File: config.mk
export PLATFORM = sky130hd
export DESIGN_NAME = word_bit_stuffer_destuffer_unit
export DESIGN_NICKNAME = d
export VERILOG_FILES = /design/src/wbsd_pkg.sv /design/src/wbsd_cell.sv /design/src/word_bit_stuffer_destuffer_unit.sv
export VERILOG_INCLUDE_DIRS = /design/src /design/src/src
export SDC_FILE = /design/constraint.sdc
export NUM_CORES = 2
export LEC_CHECK = 0
export ABC_AREA = 1
export BUFFER_PORTS_ARGS = -buffer_cell sky130_fd_sc_hd__buf_4
export CORE_MARGIN = 4
export CORE_UTILIZATION = 30
export DETAILED_ROUTE_END_ITERATION = 10
export PLACE_DENSITY_LB_ADDON = 0.08
export SYNTH_ARGS = -nofsm -noshare
export SYNTH_HDL_FRONTEND = slang
export SYNTH_SLANG_ARGS = --single-unit
export TNS_END_PERCENT = 100
File: constraint.sdc
create_clock -name clk_i -period 16.1 [get_ports clk_i]
set_input_delay 2.415 -clock clk_i [delete_from_list [all_inputs] [get_ports clk_i]]
set_output_delay 2.415 -clock clk_i [all_outputs]
set_load 0.03 [all_outputs]
File: src/word_bit_stuffer_destuffer_unit_assert.svh
// ----------------------------------------------------------------------------
// Assertion macros for the word bit stuffer / destuffer unit
// Clocked on clk_i, disabled while rst_ni is low.
// ----------------------------------------------------------------------------
`ifndef WORD_BIT_STUFFER_DESTUFFER_UNIT_ASSERT_SVH
`define WORD_BIT_STUFFER_DESTUFFER_UNIT_ASSERT_SVH

// Plain property check
`define WBSD_ASSERT(lbl, prop, msg) \
  lbl: assert property (@(posedge clk_i) disable iff (!rst_ni) (prop)) else $error(msg);

// Same-cycle implication
`define WBSD_ASSERT_IMP(lbl, ante, cons, msg) \
  lbl: assert property (@(posedge clk_i) disable iff (!rst_ni) (ante) |-> (cons)) \
    else $error(msg);

// Next-cycle implication
`define WBSD_ASSERT_NXT(lbl, ante, cons, msg) \
  lbl: assert property (@(posedge clk_i) disable iff (!rst_ni) (ante) |=> (cons)) \
    else $error(msg);

`endif

File: src/wbsd_pkg.sv
// ----------------------------------------------------------------------------
// wbsd_pkg
// Constants and the per-item record carried along the cell chain.
// ----------------------------------------------------------------------------
`default_nettype none

package wbsd_pkg;

  // Data word width and ones-run length that triggers a stuffed bit
  localparam int WordBits  = 32;
  localparam int RunLength = 5;
  // Stuffed field width
  localparam int FieldBits = 40;

  // One cell per bit step: the longer of the two loops
  localparam int NumCells = (WordBits > FieldBits) ? WordBits : FieldBits;

  localparam int CntW  = $clog2(NumCells + 1);
  localparam int IdxW  = $clog2(FieldBits);
  localparam int StepW = $clog2(NumCells + 1);
  localparam int RunW  = $clog2(RunLength + 1);

  // Output field widths
  localparam int BitCountW = 6;
  localparam int OutDataW  = 48;
  localparam int InDataW   = 40;

  // Action codes
  localparam logic ActStuff   = 1'b0;
  localparam logic ActDestuff = 1'b1;

  // Keeps only the word bits in stuff mode
  localparam logic [FieldBits-1:0] WordMask =
    (WordBits >= FieldBits) ? {FieldBits{1'b1}}
                            : ((FieldBits'(1) << WordBits) - FieldBits'(1));

  // Item state as it moves from cell to cell
  typedef struct packed {
    logic                 mode;  // ActStuff / ActDestuff
    logic [FieldBits-1:0] src;   // remaining input bits, next bit in [0]
    logic [FieldBits-1:0] acc;   // output bits built so far
    logic [CntW-1:0]      pos;   // stuff: output bits; destuff: data bits
    logic [CntW-1:0]      used;  // destuff: input bits consumed
    logic [StepW-1:0]     step;  // bit steps done
    logic [RunW-1:0]      run;   // current ones run
    logic                 viol;  // destuff: a dropped bit was 1
  } item_t;

endpackage

`default_nettype wire

File: src/wbsd_cell.sv
// ----------------------------------------------------------------------------
// wbsd_cell
// One bit step of stuffing or destuffing, registered, with its own handshake.
// ----------------------------------------------------------------------------
`default_nettype none

`include "word_bit_stuffer_destuffer_unit_assert.svh"

module wbsd_cell (
  input  wire logic           clk_i,
  input  wire logic           rst_ni,
  input  wire logic           valid_i,
  input  wire wbsd_pkg::item_t item_i,
  output logic                ready_o,
  output logic                valid_o,
  output wbsd_pkg::item_t     item_o,
  input  wire logic           ready_i
);

  logic            valid_q;
  wbsd_pkg::item_t item_q;
  wbsd_pkg::item_t item_d;

  // Bit step
  always_comb begin
    logic                      b;
    logic [wbsd_pkg::RunW-1:0] run_inc;
    b       = item_i.src[0];
    run_inc = b ? (item_i.run + wbsd_pkg::RunW'(1)) : '0;
    item_d      = item_i;
    item_d.src  = item_i.src >> 1;
    item_d.step = item_i.step + wbsd_pkg::StepW'(1);
    if (item_i.mode == wbsd_pkg::ActStuff) begin
      if (item_i.step < wbsd_pkg::StepW'(wbsd_pkg::WordBits)) begin
        if (item_i.pos < wbsd_pkg::CntW'(wbsd_pkg::FieldBits)) begin
          item_d.acc[item_i.pos[wbsd_pkg::IdxW-1:0]] = b;
          item_d.pos = item_i.pos + wbsd_pkg::CntW'(1);
        end
        item_d.run = run_inc;
        // run closed: skip one position for the inserted zero
        if (run_inc >= wbsd_pkg::RunW'(wbsd_pkg::RunLength)) begin
          if (item_d.pos < wbsd_pkg::CntW'(wbsd_pkg::FieldBits)) begin
            item_d.pos = item_d.pos + wbsd_pkg::CntW'(1);
          end
          item_d.run = '0;
        end
      end
    end else begin
      // done once the word is complete and no stuffed bit is pending
      if (!(item_i.pos >= wbsd_pkg::CntW'(wbsd_pkg::WordBits) &&
            item_i.run < wbsd_pkg::RunW'(wbsd_pkg::RunLength))) begin
        item_d.used = item_i.used + wbsd_pkg::CntW'(1);
        if (item_i.run >= wbsd_pkg::RunW'(wbsd_pkg::RunLength)) begin
          // stuffed bit: drop it
          item_d.viol = item_i.viol | b;
          item_d.run  = '0;
        end else begin
          if (item_i.pos < wbsd_pkg::CntW'(wbsd_pkg::FieldBits)) begin
            item_d.acc[item_i.pos[wbsd_pkg::IdxW-1:0]] = b;
          end
          item_d.pos = item_i.pos + wbsd_pkg::CntW'(1);
          item_d.run = run_inc;
        end
      end
    end
  end

  // Move when empty or when the next cell takes our item
  assign ready_o = !valid_q || ready_i;

  always_ff @(posedge clk_i or negedge rst_ni) begin
    if (!rst_ni) begin
      valid_q <= 1'b0;
    end else if (ready_o) begin
      valid_q <= valid_i;
    end
  end

  always_ff @(posedge clk_i) begin
    if (ready_o && valid_i) begin
      item_q <= item_d;
    end
  end

  assign valid_o = valid_q;
  assign item_o  = item_q;

  // Checks
  `WBSD_ASSERT_NXT(a_hold_on_stall, valid_q && !ready_i, valid_q && $stable(item_q),
                   "cell lost or changed a stalled item")
  `WBSD_ASSERT_IMP(a_pos_range, valid_q, item_q.pos <= wbsd_pkg::CntW'(wbsd_pkg::NumCells),
                   "bit position out of range")
  `WBSD_ASSERT_IMP(a_run_range, valid_q, item_q.run <= wbsd_pkg::RunW'(wbsd_pkg::RunLength),
                   "ones run exceeds run length")
  `WBSD_ASSERT_IMP(a_step_nonzero, valid_q, item_q.step != '0,
                   "registered item did not advance its step")

endmodule

`default_nettype wire

File: src/word_bit_stuffer_destuffer_unit.sv
// ----------------------------------------------------------------------------
// word_bit_stuffer_destuffer_unit
// HDLC-style zero-bit insertion and removal of one chunk per item,
// built as a chain of one-bit cells.
// ----------------------------------------------------------------------------
//  Channel   Dir  tdata (LSB up)                                  tuser
//  s_axis    in   data_in[39:0]                                   action
//  m_axis    out  data_out[39:0], bit_count[45:40], viol[46], 0   -
//
//  One item per cycle unless the output stalls; each item passes the chain,
//  one cell per bit step (cell count is the longer of word and field widths).
//  The last cell register is the output register.
//  Reset clears all cell valid bits; payload registers are not reset.
//  A stalled output holds its item; empty cells upstream still fill.
// ----------------------------------------------------------------------------
`default_nettype none

module word_bit_stuffer_destuffer_unit (
  input  wire logic        clk_i,
  input  wire logic        rst_ni,
  input  wire logic        s_axis_tvalid_i,
  output logic             s_axis_tready_o,
  input  wire logic [39:0] s_axis_tdata_i,   // data_in[39:0]
  input  wire logic        s_axis_tuser_i,   // action
  output logic             m_axis_tvalid_o,
  input  wire logic        m_axis_tready_i,
  output logic [47:0]      m_axis_tdata_o    // data_out[39:0], bit_count[45:40],
                                             // stuff_violation[46], zero[47]
);

  logic            valid_w [wbsd_pkg::NumCells+1];
  logic            ready_w [wbsd_pkg::NumCells+1];
  wbsd_pkg::item_t item_w  [wbsd_pkg::NumCells+1];

  // Fresh item at the chain head
  always_comb begin
    item_w[0]      = '0;
    item_w[0].mode = s_axis_tuser_i;
    item_w[0].src  = (s_axis_tuser_i == wbsd_pkg::ActDestuff)
                   ? s_axis_tdata_i[wbsd_pkg::FieldBits-1:0]
                   : (s_axis_tdata_i[wbsd_pkg::FieldBits-1:0] & wbsd_pkg::WordMask);
  end
  assign valid_w[0]      = s_axis_tvalid_i;
  assign s_axis_tready_o = ready_w[0];

  // Cell chain
  for (genvar k = 0; k < wbsd_pkg::NumCells; k++) begin : g_cell
    wbsd_cell u_cell (
      .clk_i   (clk_i),
      .rst_ni  (rst_ni),
      .valid_i (valid_w[k]),
      .item_i  (item_w[k]),
      .ready_o (ready_w[k]),
      .valid_o (valid_w[k+1]),
      .item_o  (item_w[k+1]),
      .ready_i (ready_w[k+1])
    );
  end

  // Result packing
  assign ready_w[wbsd_pkg::NumCells] = m_axis_tready_i;
  assign m_axis_tvalid_o = valid_w[wbsd_pkg::NumCells];

  always_comb begin
    logic [wbsd_pkg::CntW-1:0] cnt;
    cnt = (item_w[wbsd_pkg::NumCells].mode == wbsd_pkg::ActDestuff)
        ? item_w[wbsd_pkg::NumCells].used : item_w[wbsd_pkg::NumCells].pos;
    m_axis_tdata_o        = '0;
    m_axis_tdata_o[39:0]  = item_w[wbsd_pkg::NumCells].acc;
    m_axis_tdata_o[45:40] = wbsd_pkg::BitCountW'(cnt);
    m_axis_tdata_o[46]    = item_w[wbsd_pkg::NumCells].viol;
  end

endmodule

`default_nettype wire

; ---- Word level (Yosys, flattened, before mapping)
; Index checks and enable logic that the tools add are counted.
[op_classes]
shifts = 0
n_mux = 706
addsub = 148
multipliers = 0
bitwise = 40
n_div = 0
reduce_logical = 199
n_lt_le_gt_ge = 298
n_eq_ne = 0
[ops]
columns = operator, n
row1 = $mux W46, 140
row2 = $mux W52, 39
row3 = $bwmux W40, 39
row4 = $mux W40, 39
row5 = $add A6 B1 Y6 const B, 110
row6 = $mux W6, 104
row7 = $mux W3, 147
row8 = $lt A6 B6 Y1 const B, 71
row9 = $lt A6 B7 Y1 const B, 39
row10 = $demux W1 S6, 39
row11 = $ge A6 B1 Y1 const B, 39
row12 = $ge A6 B6 Y1 const B, 39
row13 = $ge A3 B3 Y1 const B, 71
row14 = $mux W4, 38
row15 = $mux W1, 119
row16 = $logic_and A1 B1 Y1, 118
row17 = $lt A3 B3 Y1 const B, 39
row18 = $add A3 B1 Y3 const B, 38
row19 = $logic_not A1 Y1, 40
row20 = $logic_or A1 B1 Y1, 40
row21 = $or A1 B1 Y1, 38
row22 = $mux W7, 2
row23 = $reduce_or A3 Y1, 1
row24 = $not A1 Y1, 2
[word_totals]
ramBits = 0
input_bits = 45
wordCells = 1709
latchBits = 0
romBits = 0
memories = 0
regBits = 3057

; ---- Longest topological paths before layout
[logic_depth]
ltp_word = 42
depth_mapped = 24
depth_no_buf = 24

; ---- Modules after synthesis
; From an unflattened synthesis, not the netlist that was laid out.
[unflattened]
hier_cells = 26277
hier_area_um2 = 232648.1
[modules_own_cells]
columns = mod, n_inst, area_each_um2, cells_each
row1 = wbsd_cell at g_cell[10].u_cell ..., 38, 5811.8, 656
row2 = wbsd_cell at g_cell[0].u_cell, 1, 5836.8, 654
row3 = wbsd_cell at g_cell[9].u_cell, 1, 5814.3, 657
row4 = word_bit_stuffer_destuffer_unit, 1, 147.6, 38

; ---- Worst setup path before layout
; No wires, ideal clock.
[synth_path]
kind = input to register
from = input port m_axis_tready_i
to = register g_cell[7].u_cell.item_q, in the netlist g_cell[7].u_cell.item_o[0], enable pin
arrival_ns = 7.774
path_stages = 18
path_buffers = 0
setup_slack_ns = 7.760
setup_ns = 0.566
path_cell_list = inv_1 nand4_2 nor2_4 nand4_4 nor2_4 nand4_4 nor2_4 nand4_4 nor2_4 nand4_4 nor2_4 nand4_4 nor2_4 nand4_4 nor2_4 nand4_4 nor2_4 a21oi_1
[synth_via]
elab_chain_len = 34
[synth_rtl]
columns = element, line_no
row1 = from (decl), word_bit_stuffer_destuffer_unit.sv:26  ; input wire logic m_axis_tready_i,
row2 = $logic_or A1 B1 Y1 (33 in a row), wbsd_cell.sv:69  ; assign ready_o = !valid_q || ready_i;
row3 = $logic_and A1 B1 Y1, wbsd_cell.sv:80  ; if (ready_o && valid_i) begin
row4 = to (signal assigned), wbsd_cell.sv:81  ; item_q <= item_d;
row5 = to (decl), wbsd_cell.sv:21  ; wbsd_pkg::item_t item_q;
; Every way passes these cells.
; A chain may end at the register's enable or synchronous reset.

; ---- Final worst setup path
[layout_path]
from = input port m_axis_tready_i
to = output port s_axis_tready_o
[layout_via]
elab_chain_len = 40
[layout_rtl]
columns = element, line_no
row1 = $logic_or A1 B1 Y1 (40 in a row), wbsd_cell.sv:69
row2 = to (decl), word_bit_stuffer_destuffer_unit.sv:22  ; output logic s_axis_tready_o,
; Every way passes these cells.

==> metrics.md <==
| Metric | Value |
|---|---|
| Hold WC Path Type | flop to flop |
| WS Path Type | input port to output port |
| Final Setup Violations | 0 |
| Initial antenna violation count | 9 |
| Reg power frac | 49.2% |
| Cell area after layout | 151000 sq um |
| Area of the core | 442000 sq um |
| Post-synthesis sequential area ratio | 64.9% |
| Hold path cells | 0 |
| Power Dens Cells | 134 nW/um^2 |
| Final core area utilization | 34.3% |
| # rows | 244 |
| Die W | 674 um |
| P_sw | 5.58 mW |
| Bufs on Longest Clock Path | 4 |
| RSZ-0062 raised after global routing | no |
| CP arrival | 6370 ps |
| Final count of hold timing violations | 0 |
| NumNets Final | 13.1k |
| Clock power share | 37.6% |
| Largest net degree at the start of global routing | 85 |
| GRT busiest layer | met2 |
| R2R cell count | 22 |
| H-Tree Depth | 5 |
| Routability cong. | 0.848 |
| Net Sw Frac | 27.5% |
| Post-synthesis async set-or-reset flop share | 1.39% |
| Clock-pin slew on the worst setup and hold paths | 50 ps |
| Synth area leader | edfxtp_1 |
| Gr ovfl total | 0 |
| Die Y | 674 um |
| Vias in the first global route | 86.5k |
| GR Util met3 | 1.76% |
| Initial DRT Pass Iterations | 8 |
| Via count | 88.6k |
| Internal power | 14.7 mW |
| Clock root buffer master | clkbuf_16 |
| Top cell type's share of synthesized area | 64.2% |
| Combinational cell fraction of total power | 13.1% |
| Worst r2r src | g_cell[39].u_cell.valid_o$_DFFE_PN0P_ |
| Setup TNS | 0 ps |
| Unique masters post-synth | 53 |
| GR Layer Usage met2 | 26.6% |
| Share of layout cells above drive strength 1 | 6.49% |
| Post-CTS Repair Setup Buffers | 0 |
| I/O Buffers | 93 |
| Drt drc | 0 |
| Final worst clock skew | 60.6 ps |
| First DRT Iteration DRCs | 7208 |
| Antenna viol nets, final | 0 |
| HPWL after DPL | 267000 um |
| Relative slew slack | 14.5% |
| Max Cap Viol | 0 |
| Leak | 57.5 nW |
| EDFF count, synth | 2846 |
| Max Fclk | 114 MHz |
| CTS resizes | 0 |
| Met1 Usage GRT | 20.5% |
| Syn Inst Count | 12.7k |
| Final Critical Period | 8790 ps |
| Clock sinks | 2886 |
| Dominant synthesized flop cell | edfxtp_1 |
| Hold buffer count at cts | 0 |
| Drt via density | 4.67 |
| Initial Util | 30.1% |
| DR WL/cell | 18.9 um |
| Leading cell type in the layout, fill and taps excluded | nand2_1 |
| DP Area | 140000 sq um |
| Actual slew at the worst max-slew pin | 1270 ps |
| Fillcell total | 44.2k |
| Commonest cells after routing, fill and taps aside | nand2_1 (2922), edfxtp_1 (2846), o21ai_0 (1537) |
| Period utilization | 54.6% |
| Die area | 454000 sq um |
| Max IR drop VDD | 0.0000763 V |
| Gr usage total | 15.4% |
| CTS tree | done |
| Total CTS buffers | 342 |
| I/O Pins | 95 |
| Crit path from | m_axis_tready_i |
| CP Data Required Time | 13690 ps |
| Main area contributors after synthesis | edfxtp_1 (64%), nand2_1 (8.2%), o21ai_0 (5.8%), nor2_1 (3.9%), inv_1 (3.7%) |
| Drt total wl | 359000 um |
| Hold path startpoint | g_cell[28].u_cell.item_o[72]$_DFFE_PP_ |
| Worst-path maximum fanout | 4 |
| Yosys reg bits | 2886 |
| Warning count from the yosys run | 0 |
| Final Max Tran Viols | 0 |
| Clk Latency, worst-skew pair | 890 ps |
| Startpoint types | input port |
| CP endpoint kind | output port |
| Avg Cell Area, Syn | 10.5 sq um |
| First-pass GRT wire length | 541000 um |
| Run status | finished clean |
| Synthesized area | 133000 sq um |
| Area Growth Syn to Fin | 13.8% |
sequential cells by signal (all words and copies together) (netlist names):
name                   cells
g_cell.u_cell.item_o    2846
g_cell.u_cell.valid_o     40
critical path, stage by stage:
cell     delay [ps]
buf_4           110
inv_1            80
nand4_2         130
nor2_4          200
nand4_4         180
nor2_4          200
nand4_4         120
nor2_4          170
nand4_4         140
nor2_4          230
nand4_4         160
nor2_4          200
nand4_4         140
nor2_4          230
nand4_4         160
nor2_4          200
nand4_4         140
nor2_4          210
nand2_2          80
nor2_2          130
nand3_2         120
nor2_4          150
nand4_1         190
buf_4           230
cell usage after synthesis (3+ instances only):
library cell     n
buf_1           11
o32ai_1          3
nor2_4           9
ha_1           216
o21ai_0       1537
dfrtp_1         40
buf_4           42
clkbuf_1       365
xnor2_1         53
nand3_1        233
mux2i_1        126
o22ai_1         27
and3_1           9
edfxtp_1      2846
o211ai_1         5
nor4_1          56
inv_1         1326
mux2_2          39
or2_2           54
o21a_1          11
o31ai_1         54
nor3_1         183
o21bai_1         3
a22oi_1         59
nor2_1        1370
a31o_2           7
clkinv_1        37
nand4_4          7
xor2_1         298
a32o_1           5
a32oi_1          6
nand4_1        214
a21oi_1        424
a31oi_1         42
nand3b_1        32
nand2_1       2922
metal layers:
layer  wire [um]  share of wire [%]
met5          13             0.0036
met4        8670                2.4
met3       14500                4.0
met2      176000                 49
met1      160000                 45
worst paths after layout:
check | to | slack, ps
max | s_axis_tready_o | 7310
min | g_cell[29].u_cell.item_o[71]$_DFFE_PP_ | 380
max reg2reg | g_cell[6].u_cell.item_o[102]$_DFFE_PP_ | 11170
min reg2reg | g_cell[29].u_cell.item_o[71]$_DFFE_PP_ | 380
max in group asynchronous | g_cell[36].u_cell.valid_o$_DFFE_PN0P_ | 13940
min in group asynchronous | g_cell[2].u_cell.valid_o$_DFFE_PN0P_ | 1550
area by class of cell:
cell class | instances | area, sq um | share of cell area (%)
multi-input combinational | 8025 | 40000 | 26.4
sequential | 2886 | 86500 | 57.1
clock inverter | 197 | 1920 | 1.27
tap | 5904 | 7390 | 4.88
timing repair buffer | 182 | 1360 | 0.901
antenna | 6 | 15.0 | 0.00991
clock buffer | 423 | 9140 | 6.03
inverter | 1364 | 5130 | 3.39
logic make-up (layout without fill, tap and decap cells):
| group | count (synthesis) | count (layout) | synth area share [%] |
|---|---|---|---|
| xor gates and xnor gates | 351 | 351 | 2.31 |
| adders and majority gates | 216 | 216 | 2.03 |
| and+or+nand+nor | 5096 | 5096 | 15.6 |
| buffers and inverters | 1782 | 2166 | 5.14 |
| muxes | 165 | 165 | 1.28 |
| DFF | 2886 | 2886 | 64.9 |
| other | 1 | 9 | 0.00282 |
| AOI/OAI and AO/OA | 2194 | 2194 | 8.65 |
per-stage QoR:
step,power (mW),setup slack (ps),instances,hold slack (ps)
floorplan,11.8,7760,12700,400
CTS,20.6,7220,19000,385
detailed placement,12.8,7220,18400,405
global route,21.3,6880,19000,391
global placement,12.8,7170,18400,400
finish,20.3,7310,19000,383
power by group through the flow:
stage	logic [mW]	registers [mW]	clock network, mW
4_1_cts	2.70	10.0	7.94
3_3_place_gp	2.67	10.1	0
3_5_place_dp	2.68	10.2	0
2_1_floorplan	1.94	9.82	0
5_1_grt	3.02	10.1	8.24
6_report	2.67	9.98	7.63
Note: power is estimated with default switching activity, not from simulation.
